<file path="config.mk">
export PLATFORM = sky130hd
export DESIGN_NAME = lpt_ctrl
export DESIGN_NICKNAME = d
export VERILOG_FILES = /design/src/hw/rtl/lpt_pkg.sv /design/src/hw/rtl/lpt_ctrl.sv
export SDC_FILE = /design/constraint.sdc
export NUM_CORES = 1
export LEC_CHECK = 0
export BUFFER_PORTS_ARGS = -buffer_cell sky130_fd_sc_hd__buf_2
export CORE_MARGIN = 5
export CORE_UTILIZATION = 44
export CTS_CLUSTER_SIZE = 30
export DETAILED_ROUTE_END_ITERATION = 8
export PLACE_DENSITY = 0.93
export SLEW_MARGIN = 20
export SYNTH_ARGS = -nofsm -noshare
export SYNTH_HDL_FRONTEND = slang
export SYNTH_SLANG_ARGS = --single-unit
export TNS_END_PERCENT = 1
</file>
<file path="constraint.sdc">
create_clock -name aclk -period 3.9 [get_ports aclk]
set_clock_uncertainty 0.15 [all_clocks]
set_input_delay 0.39 -clock aclk [delete_from_list [all_inputs] [get_ports aclk]]
set_output_delay 0.39 -clock aclk [all_outputs]
set_load 0.01 [all_outputs]
</file>
<file path="src/hw/rtl/lpt_pkg.sv">
`default_nettype none

package lpt_pkg;

    // Defaults for the top-level storage parameters
    localparam int MAX_LAYERS_DEF = 64;
    localparam int MAX_LEVELS_DEF = 8;

    // Cost format: unsigned fixed point
    localparam int COST_FRAC_BITS = 16;
    localparam int COST_W         = 64;

    // Stream and storage widths
    localparam int S_TDATA_W = 128;
    localparam int M_TDATA_W = 72;
    localparam int DIMS_W    = 112;
    localparam int HCNT_W    = 6;
    localparam int HV_W      = 3 * HCNT_W;
    localparam int ROW_W     = 6;
    localparam int PROD_W    = 56;
    localparam int DOWN_W    = 7;

    localparam logic [HCNT_W-1:0] HCNT_MAX = '1;

    // Item kinds
    typedef enum logic [1:0] {
        KIND_LOAD = 2'd0,
        KIND_PART = 2'd1,
        KIND_COST = 2'd2
    } kind_t;

    // Partition types; the fourth term code is the link cost
    typedef logic [1:0] ptype_t;
    localparam ptype_t TYPE_ROW  = 2'd0;
    localparam ptype_t TYPE_CIN  = 2'd1;
    localparam ptype_t TYPE_COUT = 2'd2;
    localparam ptype_t TERM_LINK = 2'd3;

    // Register map (word index)
    localparam logic [1:0] REG_LAYER_COUNT   = 2'd0;
    localparam logic [1:0] REG_LEVEL_COUNT   = 2'd1;
    localparam logic [1:0] REG_TYPE_COUNT    = 2'd2;
    localparam logic [1:0] REG_SHORTCUT_MODE = 2'd3;

    // Shortcut modes
    localparam logic [1:0] SC_NONE  = 2'd0;
    localparam logic [1:0] SC_TWO   = 2'd1;
    localparam logic [1:0] SC_THREE = 2'd2;

    typedef enum logic [3:0] {
        ST_IDLE,
        ST_RD_ISSUE,
        ST_RESP,
        ST_FETCH,
        ST_TERM,
        ST_L0,
        ST_CAND,
        ST_COMMIT,
        ST_ROW,
        ST_FIN,
        ST_TB_RD,
        ST_TB_WR
    } state_t;

    typedef struct packed {
        logic [1:0]  kind;
        logic [5:0]  li;
        logic [2:0]  hi;
        logic [15:0] batch;
        logic [15:0] cin;
        logic [15:0] cout;
        logic [15:0] karea;
        logic [23:0] in_area;
        logic [23:0] out_area;
    } item_t;

    // Commands from controller to datapath
    typedef struct packed {
        logic       ld_wr;
        logic       fetch;
        logic       term_go;
        ptype_t     term_sel;
        logic       lvl0;
        logic       l0_init;
        logic       cand;
        logic       cand_first;
        ptype_t     t;
        ptype_t     p;
        logic       sc;
        logic       mode2;
        logic       commit;
        logic       row;
        logic       fin;
        logic       fin_first;
        logic       tb_rd;
        logic       tb_wr;
        logic       lc_wr;
        logic       rd_issue;
        logic       out_load;
        logic       ok;
        logic       is_part;
        logic [5:0] li;
        logic [2:0] hi;
    } cmd_t;

    function automatic logic [COST_W-1:0] sat_add(input logic [COST_W-1:0] a,
                                                  input logic [COST_W-1:0] b);
        logic [COST_W:0] s;
        s = {1'b0, a} + {1'b0, b};
        return s[COST_W] ? '1 : s[COST_W-1:0];
    endfunction

    // Pairs of types that need no redistribution
    function automatic logic link_free(input ptype_t a, input ptype_t b);
        return (a == TYPE_ROW && b == TYPE_ROW) || (a == TYPE_CIN && b == TYPE_COUT) ||
               (a == TYPE_COUT && b == TYPE_CIN);
    endfunction

    function automatic ptype_t mod3(input ptype_t v);
        return (v == TERM_LINK) ? TYPE_ROW : v;
    endfunction

    function automatic ptype_t row_get(input logic [ROW_W-1:0] row, input ptype_t idx);
        ptype_t r;
        case (idx)
            TYPE_ROW:  r = row[1:0];
            TYPE_CIN:  r = row[3:2];
            TYPE_COUT: r = row[5:4];
            default:   r = TYPE_ROW;
        endcase
        return r;
    endfunction

    // Scale the product to fixed point, truncate, saturate
    function automatic logic [COST_W-1:0] scale_cost(input logic [PROD_W-1:0] v,
                                                     input logic [DOWN_W-1:0] down);
        logic [127:0] w;
        w = 128'(v) << COST_FRAC_BITS;
        w = w >> down;
        return (w[127:COST_W] != '0) ? '1 : w[COST_W-1:0];
    endfunction

    // Add one halving to the field of the chosen type, saturating
    function automatic logic [HV_W-1:0] hv_bump(input logic [HV_W-1:0] hv, input ptype_t w);
        logic [HV_W-1:0] r;
        r = hv;
        case (w)
            TYPE_ROW:
                if (hv[5:0] != HCNT_MAX) r[5:0] = hv[5:0] + 6'd1;
            TYPE_CIN:
                if (hv[11:6] != HCNT_MAX) r[11:6] = hv[11:6] + 6'd1;
            TYPE_COUT:
                if (hv[17:12] != HCNT_MAX) r[17:12] = hv[17:12] + 6'd1;
            default: r = hv;
        endcase
        return r;
    endfunction

endpackage

`default_nettype wire

</file>
<file path="src/hw/rtl/lpt_ctrl.sv">
`default_nettype none

module lpt_ctrl #(
    parameter int MAX_LAYERS = lpt_pkg::MAX_LAYERS_DEF,
    parameter int MAX_LEVELS = lpt_pkg::MAX_LEVELS_DEF,
    parameter int LW = $clog2(MAX_LAYERS),
    parameter int HW = (MAX_LEVELS > 1) ? $clog2(MAX_LEVELS) : 1
) (
    input  wire logic           aclk,
    input  wire logic           aresetn,
    input  wire logic           s_tvalid,
    output logic                s_tready,
    input  wire lpt_pkg::item_t item,
    output logic                m_tvalid,
    input  wire logic           m_tready,
    input  wire logic           psel,
    input  wire logic           penable,
    input  wire logic           pwrite,
    input  wire logic [3:0]     paddr,
    input  wire logic [31:0]    pwdata,
    output logic      [31:0]    prdata,
    output logic                pready,
    output lpt_pkg::cmd_t       cmd,
    output logic [LW-1:0]       lay_idx,
    output logic [HW-1:0]       lvl_idx
);

    import lpt_pkg::*;

    state_t      state_reg, state_next;
    logic [6:0]  layer_count_reg;
    logic [3:0]  level_count_reg;
    logic [1:0]  type_count_reg;
    logic [1:0]  shortcut_mode_reg;
    logic [1:0]  kind_reg, kind_next;
    logic [5:0]  li_reg, li_next;
    logic [2:0]  hi_reg, hi_next;
    logic        ready_reg, ready_next;
    logic        out_valid_reg, out_valid_next;
    logic [LW-1:0] lay_reg, lay_next;
    logic [HW-1:0] lvl_reg, lvl_next;
    logic [1:0]  mod3_reg, mod3_next;
    ptype_t      t_reg, t_next;
    ptype_t      p_reg, p_next;
    logic [2:0]  cnt_reg, cnt_next;

    logic          accept;
    logic          cfg_wr;
    logic [LW-1:0] last_lay;
    logic [HW-1:0] last_lvl;
    ptype_t        ntm1;
    logic [1:0]    mode_eff;
    logic          sc;
    logic          lay_ok;
    logic          lvl_ok;

    assign accept   = s_tvalid && s_tready;
    assign cfg_wr   = psel && penable && pwrite && pready;
    assign pready   = 1'b1;
    assign s_tready = (state_reg == ST_IDLE);
    assign m_tvalid = out_valid_reg;
    assign lay_idx  = lay_reg;
    assign lvl_idx  = lvl_reg;

    // Clamp the counts to the storage limits
    always_comb begin
        if (layer_count_reg == '0) begin
            last_lay = '0;
        end else if (32'(layer_count_reg) > MAX_LAYERS) begin
            last_lay = LW'(MAX_LAYERS - 1);
        end else begin
            last_lay = LW'(layer_count_reg - 7'd1);
        end
        if (level_count_reg == '0) begin
            last_lvl = '0;
        end else if (32'(level_count_reg) > MAX_LEVELS) begin
            last_lvl = HW'(MAX_LEVELS - 1);
        end else begin
            last_lvl = HW'(level_count_reg - 4'd1);
        end
    end

    assign ntm1     = (type_count_reg == 2'd3) ? TYPE_COUT : TYPE_CIN;
    assign mode_eff = (type_count_reg == 2'd3 && shortcut_mode_reg != 2'd3) ?
                      shortcut_mode_reg : SC_NONE;
    assign sc       = (mode_eff == SC_TWO && 32'(lay_reg) > 2 && lay_reg[0]) ||
                      (mode_eff == SC_THREE && 32'(lay_reg) > 3 && mod3_reg == 2'd1);
    assign lay_ok   = 32'(li_reg) <= 32'(last_lay);
    assign lvl_ok   = 32'(hi_reg) <= 32'(last_lvl);

    // Register read-back
    always_comb begin
        prdata = '0;
        unique case (paddr[3:2])
            REG_LAYER_COUNT:   prdata = 32'(layer_count_reg);
            REG_LEVEL_COUNT:   prdata = 32'(level_count_reg);
            REG_TYPE_COUNT:    prdata = 32'(type_count_reg);
            REG_SHORTCUT_MODE: prdata = 32'(shortcut_mode_reg);
        endcase
    end

    // Next state and commands
    always_comb begin
        state_next     = state_reg;
        kind_next      = kind_reg;
        li_next        = li_reg;
        hi_next        = hi_reg;
        ready_next     = ready_reg;
        lay_next       = lay_reg;
        lvl_next       = lvl_reg;
        mod3_next      = mod3_reg;
        t_next         = t_reg;
        p_next         = p_reg;
        cnt_next       = cnt_reg;
        cmd            = '0;
        cmd.li         = li_reg;
        cmd.hi         = hi_reg;
        cmd.t          = t_reg;
        cmd.p          = p_reg;
        cmd.sc         = sc;
        cmd.mode2      = (mode_eff == SC_THREE);
        cmd.lvl0       = (lvl_reg == '0);
        cmd.is_part    = (kind_reg == KIND_PART);
        cmd.ok         = (kind_reg == KIND_PART) ? (lay_ok && lvl_ok) : lvl_ok;
        cmd.term_sel   = ptype_t'(cnt_reg[1:0]);
        cmd.cand_first = (p_reg == TYPE_ROW);
        cmd.fin_first  = (t_reg == TYPE_ROW);

        if (cfg_wr) begin
            ready_next = 1'b0;
        end

        unique case (state_reg)
            ST_IDLE: begin
                if (accept) begin
                    kind_next = item.kind;
                    li_next   = item.li;
                    hi_next   = item.hi;
                    case (item.kind) inside
                        KIND_LOAD: begin
                            if (32'(item.li) < MAX_LAYERS) begin
                                cmd.ld_wr  = 1'b1;
                                ready_next = 1'b0;
                            end
                        end
                        KIND_PART, KIND_COST: begin
                            if (ready_reg) begin
                                state_next = ST_RD_ISSUE;
                            end else begin
                                lvl_next   = '0;
                                lay_next   = '0;
                                mod3_next  = '0;
                                state_next = ST_FETCH;
                            end
                        end
                        default: ;
                    endcase
                end
            end
            ST_FETCH: begin
                cmd.fetch  = 1'b1;
                cnt_next   = '0;
                state_next = ST_TERM;
            end
            ST_TERM: begin
                // Issue four terms, then drain the multiplier pipeline
                cmd.term_go = (cnt_reg < 3'd4);
                cnt_next    = cnt_reg + 3'd1;
                if (cnt_reg == 3'd5) begin
                    t_next     = TYPE_ROW;
                    p_next     = TYPE_ROW;
                    state_next = (lay_reg == '0) ? ST_L0 : ST_CAND;
                end
            end
            ST_L0: begin
                cmd.l0_init = 1'b1;
                state_next  = ST_ROW;
            end
            ST_CAND: begin
                cmd.cand = 1'b1;
                if (p_reg == ntm1) begin
                    state_next = ST_COMMIT;
                end else begin
                    p_next = p_reg + 2'd1;
                end
            end
            ST_COMMIT: begin
                cmd.commit = 1'b1;
                p_next     = TYPE_ROW;
                if (t_reg == ntm1) begin
                    state_next = ST_ROW;
                end else begin
                    t_next     = t_reg + 2'd1;
                    state_next = ST_CAND;
                end
            end
            ST_ROW: begin
                cmd.row = 1'b1;
                if (lay_reg == last_lay) begin
                    t_next     = TYPE_ROW;
                    state_next = ST_FIN;
                end else begin
                    lay_next   = lay_reg + LW'(1);
                    mod3_next  = (mod3_reg == 2'd2) ? 2'd0 : mod3_reg + 2'd1;
                    state_next = ST_FETCH;
                end
            end
            ST_FIN: begin
                cmd.fin = 1'b1;
                if (t_reg == ntm1) begin
                    state_next = ST_TB_RD;
                end else begin
                    t_next = t_reg + 2'd1;
                end
            end
            ST_TB_RD: begin
                cmd.tb_rd  = 1'b1;
                cmd.lc_wr  = (lay_reg == last_lay);
                state_next = ST_TB_WR;
            end
            ST_TB_WR: begin
                cmd.tb_wr = 1'b1;
                if (lay_reg == '0) begin
                    if (lvl_reg == last_lvl) begin
                        ready_next = 1'b1;
                        state_next = ST_RD_ISSUE;
                    end else begin
                        lvl_next   = lvl_reg + HW'(1);
                        mod3_next  = '0;
                        state_next = ST_FETCH;
                    end
                end else begin
                    lay_next   = lay_reg - LW'(1);
                    state_next = ST_TB_RD;
                end
            end
            ST_RD_ISSUE: begin
                cmd.rd_issue = 1'b1;
                state_next   = ST_RESP;
            end
            ST_RESP: begin
                // Hold until the output word is free
                if (!out_valid_reg || m_tready) begin
                    cmd.out_load = 1'b1;
                    state_next   = ST_IDLE;
                end
            end
            default: state_next = ST_IDLE;
        endcase

        if (cmd.out_load) begin
            out_valid_next = 1'b1;
        end else if (m_tready) begin
            out_valid_next = 1'b0;
        end else begin
            out_valid_next = out_valid_reg;
        end
    end

    always_ff @(posedge aclk) begin
        if (!aresetn) begin
            state_reg         <= ST_IDLE;
            layer_count_reg   <= 7'd1;
            level_count_reg   <= 4'd1;
            type_count_reg    <= 2'd3;
            shortcut_mode_reg <= SC_NONE;
            kind_reg          <= '0;
            li_reg            <= '0;
            hi_reg            <= '0;
            ready_reg         <= 1'b0;
            out_valid_reg     <= 1'b0;
            lay_reg           <= '0;
            lvl_reg           <= '0;
            mod3_reg          <= '0;
            t_reg             <= TYPE_ROW;
            p_reg             <= TYPE_ROW;
            cnt_reg           <= '0;
        end else begin
            state_reg     <= state_next;
            kind_reg      <= kind_next;
            li_reg        <= li_next;
            hi_reg        <= hi_next;
            ready_reg     <= ready_next;
            out_valid_reg <= out_valid_next;
            lay_reg       <= lay_next;
            lvl_reg       <= lvl_next;
            mod3_reg      <= mod3_next;
            t_reg         <= t_next;
            p_reg         <= p_next;
            cnt_reg       <= cnt_next;
            if (cfg_wr) begin
                unique case (paddr[3:2])
                    REG_LAYER_COUNT:   layer_count_reg   <= pwdata[6:0];
                    REG_LEVEL_COUNT:   level_count_reg   <= pwdata[3:0];
                    REG_TYPE_COUNT:    type_count_reg    <= pwdata[1:0];
                    REG_SHORTCUT_MODE: shortcut_mode_reg <= pwdata[1:0];
                endcase
            end
        end
    end

endmodule

`default_nettype wire

</file>
==> impl_metrics.env, run 1 <==
export IMPL_status="finished, final reports clean"
export IMPL_hold_ws_ns=0.167
export IMPL_synth_fa_ha_area_share_pct=8.18
export IMPL_start_util_pct=45.5
export IMPL_rows=34
export IMPL_period_share_pct=93.7
export IMPL_cp_max_fo=6
export IMPL_clock_path_buffers=2
export IMPL_cts_buffers=5
export IMPL_place_hpwl_mm=7.86
export IMPL_synth_seq_area_share_pct=25.0
export IMPL_finalPower_mw=1.65
export IMPL_area_growth_pct=11.0
export IMPL_htree_levels=2
export IMPL_ys_async_sr_fraction_pct=0
export IMPL_fmax_mhz=274
export IMPL_grt_max_degree=61
export IMPL_grtUsageTotal_pct=18.1
export IMPL_crit_path_end_kind="output port"
export IMPL_synth_area_um2=4010
export IMPL_synth_cells=526
export IMPL_worstHoldPathType="input port to register"
export IMPL_globalplace_congestion=0.947
export IMPL_antenna_found_initial=1
export IMPL_maxCapViolCount=0
export IMPL_synth_cell_types=73
export IMPL_synth_compound_area_share_pct=19.1
export IMPL_drv_slew=0
export IMPL_final_core_util_pct=50.5
export IMPL_rsz0062_at_grt="no"
export IMPL_routed_via_density=5.63
export IMPL_setup_viol=0
export IMPL_final_antenna_net_count=0
export IMPL_drc_errors=0
export IMPL_final_area_um2=4450
export IMPL_synth_ff_type="dfxtp_1"
export IMPL_dpl_cell_area_um2=4310
export IMPL_clock_root_buffer="clkbuf_8"
export IMPL_tightest_slew_ns=0.940
export IMPL_multi_input_comb_area_um2=2650
export IMPL_timing_setup_critical_path_class="register to output port"
export IMPL_clk_latency_ns=0.31
export IMPL_via_count=3915
export IMPL_cts_tree="yes"
export IMPL_ys_ff_latch=50
export IMPL_grt_pass1_wl_mm=16.7
export IMPL_diodes=0
export IMPL_place_ws_ns=0.321
export IMPL_portBuffers=79
export IMPL_p_per_area_nw_per_um2=371
export IMPL_avgSynthCellArea_um2=7.62
export IMPL_yosys_area_share_xor_xnor_pct=2.15
export IMPL_synth_top_family_by_area="simple AND/OR/NAND/NOR gates"
export IMPL_drt_initial_drc_count=269
export IMPL_ys_warn_count=0
export IMPL_required_ns=3.36
export IMPL_final_hold_violation_count=0
export IMPL_relSlewSlack_pct=37.3
export IMPL_core_area_um2=8810
export IMPL_grt_pass1_vias=3504
export IMPL_first_pass_iters=5
export IMPL_die_w_um=105
export IMPL_wl_per_cell_um=15.1
export IMPL_dieHeight_um=105
export IMPL_largest_register_ffs=7
export IMPL_power_leakage_nw=1.99
export IMPL_grt_ovfl_total=0
export IMPL_start_kind="register"
export IMPL_clk_pin_slew_ns=0.10
export IMPL_fin_cells=695
export IMPL_cts_sinks=50
export IMPL_ir_worst_vdd_mv=0.268
export IMPL_seq_area_um2=1010
export IMPL_die_area_um2=11100
export IMPL_synth_enable_flop_cells=0
export IMPL_synth_simple_gate_area_share_pct=28.2
export IMPL_io_pins=245
export IMPL_drive_gt1_share_pct=19.3
export IMPL_critical_path_arrival_ns=3.11
export IMPL_fin_ws_ns=0.246
export IMPL_finalCriticalPeriod_ns=3.65
export IMPL_routed_wl_mm=10.5
export IMPL_tns_ns=0
export IMPL_finalNetCount=776
export IMPL_place_inst=684
export IMPL_synth_mux_area_share_pct=5.90
export IMPL_fillers=849
==> cell usage in the layout (no fill, tap or decap), types with 5 or more instances in the layout <==
cell,netlist,final
nand2_1,74,74
buf_2,2,79
o21ai_0,18,17
buf_4,31,6
clkbuf_8,0,5
nand3_1,21,21
conb_1,2,26
inv_1,28,28
nor2b_1,20,20
dfxtp_1,50,48
a211oi_1,7,7
o21a_1,5,5
a21boi_0,17,17
nor2_1,45,45
ha_1,23,23
xnor2_1,6,6
nand2b_1,8,8
mux2i_1,18,18
nor3_1,13,13
a31oi_1,7,7
a21oi_1,19,19
==> kinds of logic (layout without fill, tap and decap cells) <==
logic type / count (synthesis) / in the layout
AND/OR/NAND/NOR: 222 / 222
adder cells (fa/ha/maj): 26 / 26
XOR/XNOR: 9 / 9
AO/OA/AOI/OAI: 111 / 111
buffers and inverters: 85 / 122
flip-flops: 50 / 50
multiplexers: 21 / 21
other: 2 / 26
==> power by group <==
group	switching, mW	internal [mW]
Combinational	0.403	0.248
Sequential	0.0652	0.550
Clock	0.192	0.193
Total	0.659	0.990
==> cell usage after synthesis, drive strengths merged (14+ instances only) <==
library cell,number,area (um^2)
o21ai,19,95.1
nand2,74,278
inv,29,109
nor2b,20,125
clkbuf,21,78.8
nor3,14,75.1
ha,23,288
buf,35,265
nor2,46,189
a21oi,19,95.1
nand3,21,105
mux2i,18,180
dfxtp,50,1000
a21boi,18,135
==> area by class of cell <==
cell class	instances	area share (%)
Timing Repair Buffer	85	9.90
Clock buffer	5	1.55
Multi-Input combinational cell	415	59.5
Inverter	29	2.45
Sequential cell	50	22.6
Tap cell	108	3.04
Clock inverter	3	0.984
==> worst paths after layout <==
path	startpoint	endpoint	slack (ns)	depth (start not counted)
max reg2reg	layer_count_reg[0]	lay_idx[0]	0.77	9
min	item[119]	li_reg[4]	0.17	3
max	layer_count_reg[1]	cmd[10]	0.25	15
min reg2reg	kind_reg[1]	kind_reg[1]	0.33	2
==> per-layer routing <==
layer	GRT usage, %	share of wire [%]	vias up
met5	0	0.15	-
met4	6.09	2.4	2
met3	5.62	11	25
met2	28.7	45	209
met1	23.2	41	1769
li1	-	-	1910
==> timing repair <==
item,4_1_cts,5_1_grt
endpoints found under the setup margin,1,1
pin swaps,0,1
gates resized for setup,1,4
hold buffers,0,0
endpoints found under the hold margin,0,0
setup buffers,0,3
==> worst max-delay path, stage by stage, from the launching register on <==
cell and delay [ns]:
dfxtp_2 0.38, inv_1 0.07, ha_1 0.21, or3b_4 0.31, nor2_8 0.06, maj3_1 0.37, ha_1 0.30, nor2b_1 0.13
o21a_1 0.17, o21a_1 0.16, o21ai_1 0.12, nand2b_1 0.06, a21oi_1 0.15, nor2_1 0.07, nor2_1 0.09, buf_2 0.14
Power figures use the tool's default switching activity.
==> run 2, diff against run 1 <==
--- a/config.mk
+++ b/config.mk
@@ -11,6 +11,7 @@
 export CTS_CLUSTER_SIZE = 30
 export DETAILED_ROUTE_END_ITERATION = 8
 export PLACE_DENSITY = 0.93
+export SETUP_SLACK_MARGIN = 0.5
 export SLEW_MARGIN = 20
 export SYNTH_ARGS = -nofsm -noshare
 export SYNTH_HDL_FRONTEND = slang
==> impl_metrics.env, run 2 (synthesized netlist as in run 1, its figures left out) <==
export IMPL_status="finished, final reports clean"
export IMPL_area_growth_pct=13.5
export IMPL_p_switching_uw=672
export IMPL_globalplace_congestion=0.947
export IMPL_clock_root_buffer="clkbuf_8"
export IMPL_via_count=3951
export IMPL_dpl_cell_area_um2=4310
export IMPL_rrSetupSlack_ns=0.72
export IMPL_combinationalPowerShare_pct=40.0
export IMPL_start_util_pct=45.5
export IMPL_start_kind="register"
export IMPL_slowest_stage="or3b_4"
export IMPL_p_int_uw=999
export IMPL_cts_sinks=50
export IMPL_final_area_um2=4550
export IMPL_routed_wl_mm=10.7
export IMPL_ctsHoldBuffers=0
export IMPL_wl_per_cell_um=15.2
export IMPL_rows=34
export IMPL_fin_ws_ns=0.437
export IMPL_clk_latency_ns=0.32
export IMPL_core_area_um2=8810
export IMPL_swShare_pct=40.2
export IMPL_clock_path_buffers=2
export IMPL_drive_gt1_share_pct=21.4
export IMPL_largest_register_ffs=7
export IMPL_drc_errors=0
export IMPL_timing_setup_critical_path_class="register to output port"
export IMPL_power_leakage_nw=2.03
export IMPL_portBuffers=79
export IMPL_grt_ovfl_total=0
export IMPL_cp_slowest_stage_delay_ns=0.45
export IMPL_critical_path_arrival_ns=2.92
export IMPL_fmax_mhz=289
export IMPL_tns_ns=0
export IMPL_place_ws_ns=0.321
export IMPL_crit_path_end_kind="output port"
export IMPL_relSlewSlack_pct=36.1
export IMPL_cts_tree="yes"
export IMPL_final_antenna_net_count=0
export IMPL_drt_initial_drc_count=288
export IMPL_layout_commonest_cell="buf_2"
export IMPL_required_ns=3.36
export IMPL_finalCriticalPeriod_ns=3.46
export IMPL_seqPwrFrac_pct=36.8
export IMPL_grt_pass1_vias=3595
export IMPL_period_share_pct=88.8
export IMPL_setup_viol=0
export IMPL_dieHeight_um=105
export IMPL_die_area_um2=11100
export IMPL_mostFrequentLayoutCells="buf_2 (79), nand2_1 (74), dfxtp_1 (47), nor2_1 (45)"
export IMPL_p_per_area_nw_per_um2=367
export IMPL_tightest_slew_ns=0.958
export IMPL_pwr_share_clk_pct=23.2
export IMPL_path_cells="inv_2 > ha_4 > or3b_4 > nor2_8 > maj3_2 > ha_4 > nor2b_1 > o21a_1 > o21a_1 > o21ai_1 > nand2b_1 > a21oi_2 > nor2_1 > nor2_1 > buf_2"
export IMPL_grt_pass1_wl_mm=17.0
export IMPL_rsz0062_at_grt="yes"
export IMPL_finalNetCount=783
export IMPL_clk_pin_slew_ns=0.10
export IMPL_cts_buffers=5
export IMPL_ir_worst_vdd_mv=0.267
export IMPL_diodes=0
export IMPL_maxCapViolCount=0
export IMPL_drv_slew=0
export IMPL_worstHoldPathType="input port to register"
export IMPL_final_hold_violation_count=0
export IMPL_cp_max_fo=5
export IMPL_die_w_um=105
export IMPL_htree_levels=2
export IMPL_routed_via_density=5.63
export IMPL_first_pass_iters=5
export IMPL_grtUsageTotal_pct=18.4
export IMPL_io_pins=245
export IMPL_place_hpwl_mm=7.86
export IMPL_antenna_found_initial=1
export IMPL_grt_max_degree=61
## run 2: timing repair
action / 4_1_cts / 5_1_grt
gates cloned: 0 / 0
buffers inserted: 9 / 1
endpoints found under the setup margin: 1 / 2
gates resized for setup: 15 / 3
pin swaps: 10 / 4
## run 2: layout make-up
| cell class | instances | area [um^2] |
|---|---|---|
| multi-input combinational | 415 | 2690 |
| clock inverter | 3 | 43.8 |
| timing repair buffer | 92 | 497 |
| tap | 108 | 135 |
| clock buffer | 5 | 68.8 |
| inverter | 29 | 111 |
| sequential | 50 | 1010 |
| fill | 825 | 4260 |
## run 2: worst max-delay path, delay by kind of cell (launching register included)
kind / cells / cell delay, ns
adder cells (fa/ha/maj): 3 / 0.57
buffers and inverters: 2 / 0.21
AO/OA/AOI/OAI: 4 / 0.57
AND/OR/NAND/NOR: 6 / 0.91
flip-flops: 1 / 0.35
## run 2: routing by layer
metal  track usage [%]  wire length (um)  part of all wire (%)
met1              22.9              4440                    41
met3              5.62              1160                    11
met4              7.22               294                   2.7
met2              29.6              4780                    45
met5                 0                16                  0.15
## run 2: stage by stage
stage	power (mW)	instances	hold WS [ns]	utilization [%]
global placement	1.26	684	0.302	48.9
floorplan	1.14	550	0.289	-
detailed placement	1.27	684	0.316	48.9
finish	1.67	702	0.162	51.7
CTS	1.66	701	0.159	51.4
global route	1.77	702	0.158	51.7
## run 2: power groups by stage
stage	sequential [mW]	combinational (mW)	clock, mW
after detailed placement	0.625	0.643	0
after floorplan	0.602	0.537	0
final	0.616	0.668	0.387
after CTS	0.614	0.656	0.393
after global placement	0.625	0.633	0
after global routing	0.623	0.739	0.407
## run 2: path summary, 6_finish.rpt
path,start,end,cells past startpoint
worst max-delay path,layer_count_reg[1],cmd[10],15
worst min-delay path,item[119],li_reg[4],3
worst max register to register,layer_count_reg[0],lay_idx[0],10
worst min register to register,kind_reg[1],kind_reg[1],2
==> run 3, diff against run 2 <==
--- a/config.mk
+++ b/config.mk
@@ -11,6 +11,7 @@
 export CTS_CLUSTER_SIZE = 30
 export DETAILED_ROUTE_END_ITERATION = 8
 export PLACE_DENSITY = 0.93
+export RECOVER_POWER = 100
 export SETUP_SLACK_MARGIN = 0.5
 export SLEW_MARGIN = 20
 export SYNTH_ARGS = -nofsm -noshare
==> constraint.sdc (replaced) <==
create_clock -name aclk -period 3.6 [get_ports aclk]
set_clock_uncertainty 0.15 [all_clocks]
set_input_delay 0.36 -clock aclk [delete_from_list [all_inputs] [get_ports aclk]]
set_output_delay 0.36 -clock aclk [all_outputs]
set_load 0.01 [all_outputs]
==> impl_metrics.env, run 3 (synthesized netlist as in run 1, its figures left out) <==
export IMPL_first_pass_iters=5
export IMPL_start_kind="register"
export IMPL_status="finished, final reports clean"
export IMPL_rrSetupSlack_ns=0.29
export IMPL_final_antenna_net_count=0
export IMPL_crit_path_end_kind="output port"
export IMPL_wl_per_cell_um=15.5
export IMPL_ir_worst_vdd_mv=0.311
export IMPL_required_ns=3.09
export IMPL_fmax_mhz=288
export IMPL_p_switching_uw=745
export IMPL_tns_ns=0
export IMPL_grtUsageTotal_pct=19.0
export IMPL_start_util_pct=45.5
export IMPL_drive_gt1_share_pct=13.3
export IMPL_dieHeight_um=105
export IMPL_grt_pass1_wl_mm=17.7
export IMPL_r2r_end="lay_idx[5]"
export IMPL_drc_errors=0
export IMPL_clock_root_buffer="clkbuf_8"
export IMPL_slowest_stage="or3b_4"
export IMPL_critPathBufInv=3
export IMPL_hold_end="li_reg[5]"
export IMPL_cts_buffers=5
export IMPL_critical_path_arrival_ns=2.96
export IMPL_finalNetCount=789
export IMPL_die_w_um=105
export IMPL_die_area_um2=11100
export IMPL_globalplace_congestion=0.941
export IMPL_cts_tree="yes"
export IMPL_antenna_found_initial=1
export IMPL_power_leakage_nw=1.84
export IMPL_period_share_pct=96.5
export IMPL_hold_ws_ns=0.114
export IMPL_setup_viol=0
export IMPL_path_cells="inv_2 > ha_4 > or3b_4 > buf_12 > o21a_4 > nor2_2 > ha_1 > o21a_1 > o21a_1 > o21ai_1 > nand2b_1 > a21oi_2 > nor2_1 > nor2_2 > clkbuf_2"
export IMPL_rsz0062_at_grt="yes"
export IMPL_cp_max_fo=5
export IMPL_critical_path_top_delay_family="simple AND/OR/NAND/NOR gates"
export IMPL_tightest_slew_ns=0.997
export IMPL_routed_wl_mm=11.0
export IMPL_p_per_area_nw_per_um2=389
export IMPL_finalCriticalPeriod_ns=3.47
export IMPL_final_hold_violation_count=0
export IMPL_place_hpwl_mm=8.05
export IMPL_grt_pass1_vias=3730
export IMPL_r2r_start="layer_count_reg[1]"
export IMPL_routed_via_density=5.62
export IMPL_combinationalPowerShare_pct=42.1
export IMPL_core_area_um2=8810
export IMPL_seqPwrFrac_pct=36.7
export IMPL_clk_pin_slew_ns=0.11
export IMPL_layout_commonest_cell="nand2_1"
export IMPL_grt_max_degree=61
export IMPL_portBuffers=79
export IMPL_hold_depth=3
export IMPL_swShare_pct=42.4
export IMPL_cts_sinks=50
export IMPL_pwr_share_clk_pct=21.1
export IMPL_timing_setup_critical_path_class="register to output port"
export IMPL_p_int_mw=1.01
export IMPL_mostFrequentLayoutCells="nand2_1 (74), clkbuf_1 (53), dfxtp_1 (49), nor2_1 (43)"
export IMPL_area_growth_pct=12.7
export IMPL_place_inst=691
export IMPL_clock_path_buffers=2
export IMPL_drv_slew=0
export IMPL_clk_latency_ns=0.33
export IMPL_maxCapViolCount=0
export IMPL_drt_initial_drc_count=313
export IMPL_cp_slowest_stage_delay_ns=0.42
export IMPL_min_delay_start="item[120]"
export IMPL_via_count=3985
export IMPL_worstHoldPathType="input port to register"
export IMPL_reg2reg_depth=11
export IMPL_finalPower_mw=1.76
export IMPL_largest_register_ffs=7
export IMPL_io_pins=245
export IMPL_fin_cells=709
export IMPL_grt_ovfl_total=0
export IMPL_relSlewSlack_pct=32.9
export IMPL_htree_levels=2
export IMPL_ctsHoldBuffers=0
export IMPL_rows=34
[run 3: area by class of cell]
cell class              instances  area [um^2]
diodes                          1         2.50
clock buffers                   5         68.8
clock inverters                 3         26.3
fillers                       819         4290
inverters                      29          111
multi-input cells             415         2690
flip-flops and latches         50         1000
well taps                     108          135
repair buffers                 98          479
[run 3: worst min-delay path, stage by stage]
cell and delay (ns):
buf_2 0.09, nand2_1 0.04, a21boi_0 0.06
[run 3: power groups by stage]
stage | clock (mW) | combinational, mW | sequential, mW
after detailed placement | 0 | 0.731 | 0.657
after floorplan | 0 | 0.583 | 0.652
after CTS | 0.376 | 0.747 | 0.644
after global placement | 0 | 0.720 | 0.656
after global routing | 0.397 | 0.823 | 0.654
final | 0.372 | 0.741 | 0.646
[run 3: per-layer routing]
metal	track usage, %	vias to the layer above	part of all wire [%]	routed length, um
li1	-	1935	-	-
met1	24.9	1840	42	4600
met2	31.1	190	46	5050
met3	5.01	18	10	1130
met4	4.97	2	1.5	163
met5	0	-	0.12	13
[run 3: worst max path at each step]
stage	slack, ns	to	cells after the start	start
after detailed placement	0.10	cmd[10]	15	layer_count_reg[0]
final	0.13	cmd[10]	15	layer_count_reg[1]
after floorplan	0.53	cmd[10]	15	layer_count_reg[0]
after CTS	0.19	cmd[10]	15	layer_count_reg[1]
after global routing	-0.005	cmd[10]	15	layer_count_reg[1]
after global placement	0.14	cmd[10]	15	layer_count_reg[0]
[run 3: what timing repair did]
item | 4_1_cts | 5_1_grt
pin swaps | 10 | 3
hold endpoints to repair | 0 | 0
buffers inserted | 9 | 0
setup endpoints to repair | 8 | 8
resized for setup | 15 | 3
[run 3: through the flow]
step	util (%)	setup slack, ns	instance area [um^2]
4_1_cts	52.1	0.194	4590
2_1_floorplan	-	0.533	4110
3_3_place_gp	49.6	0.140	4360
6_report	51.3	0.127	4520
3_5_place_dp	49.6	0.102	4360
5_1_grt	51.3	-0.00450	4510
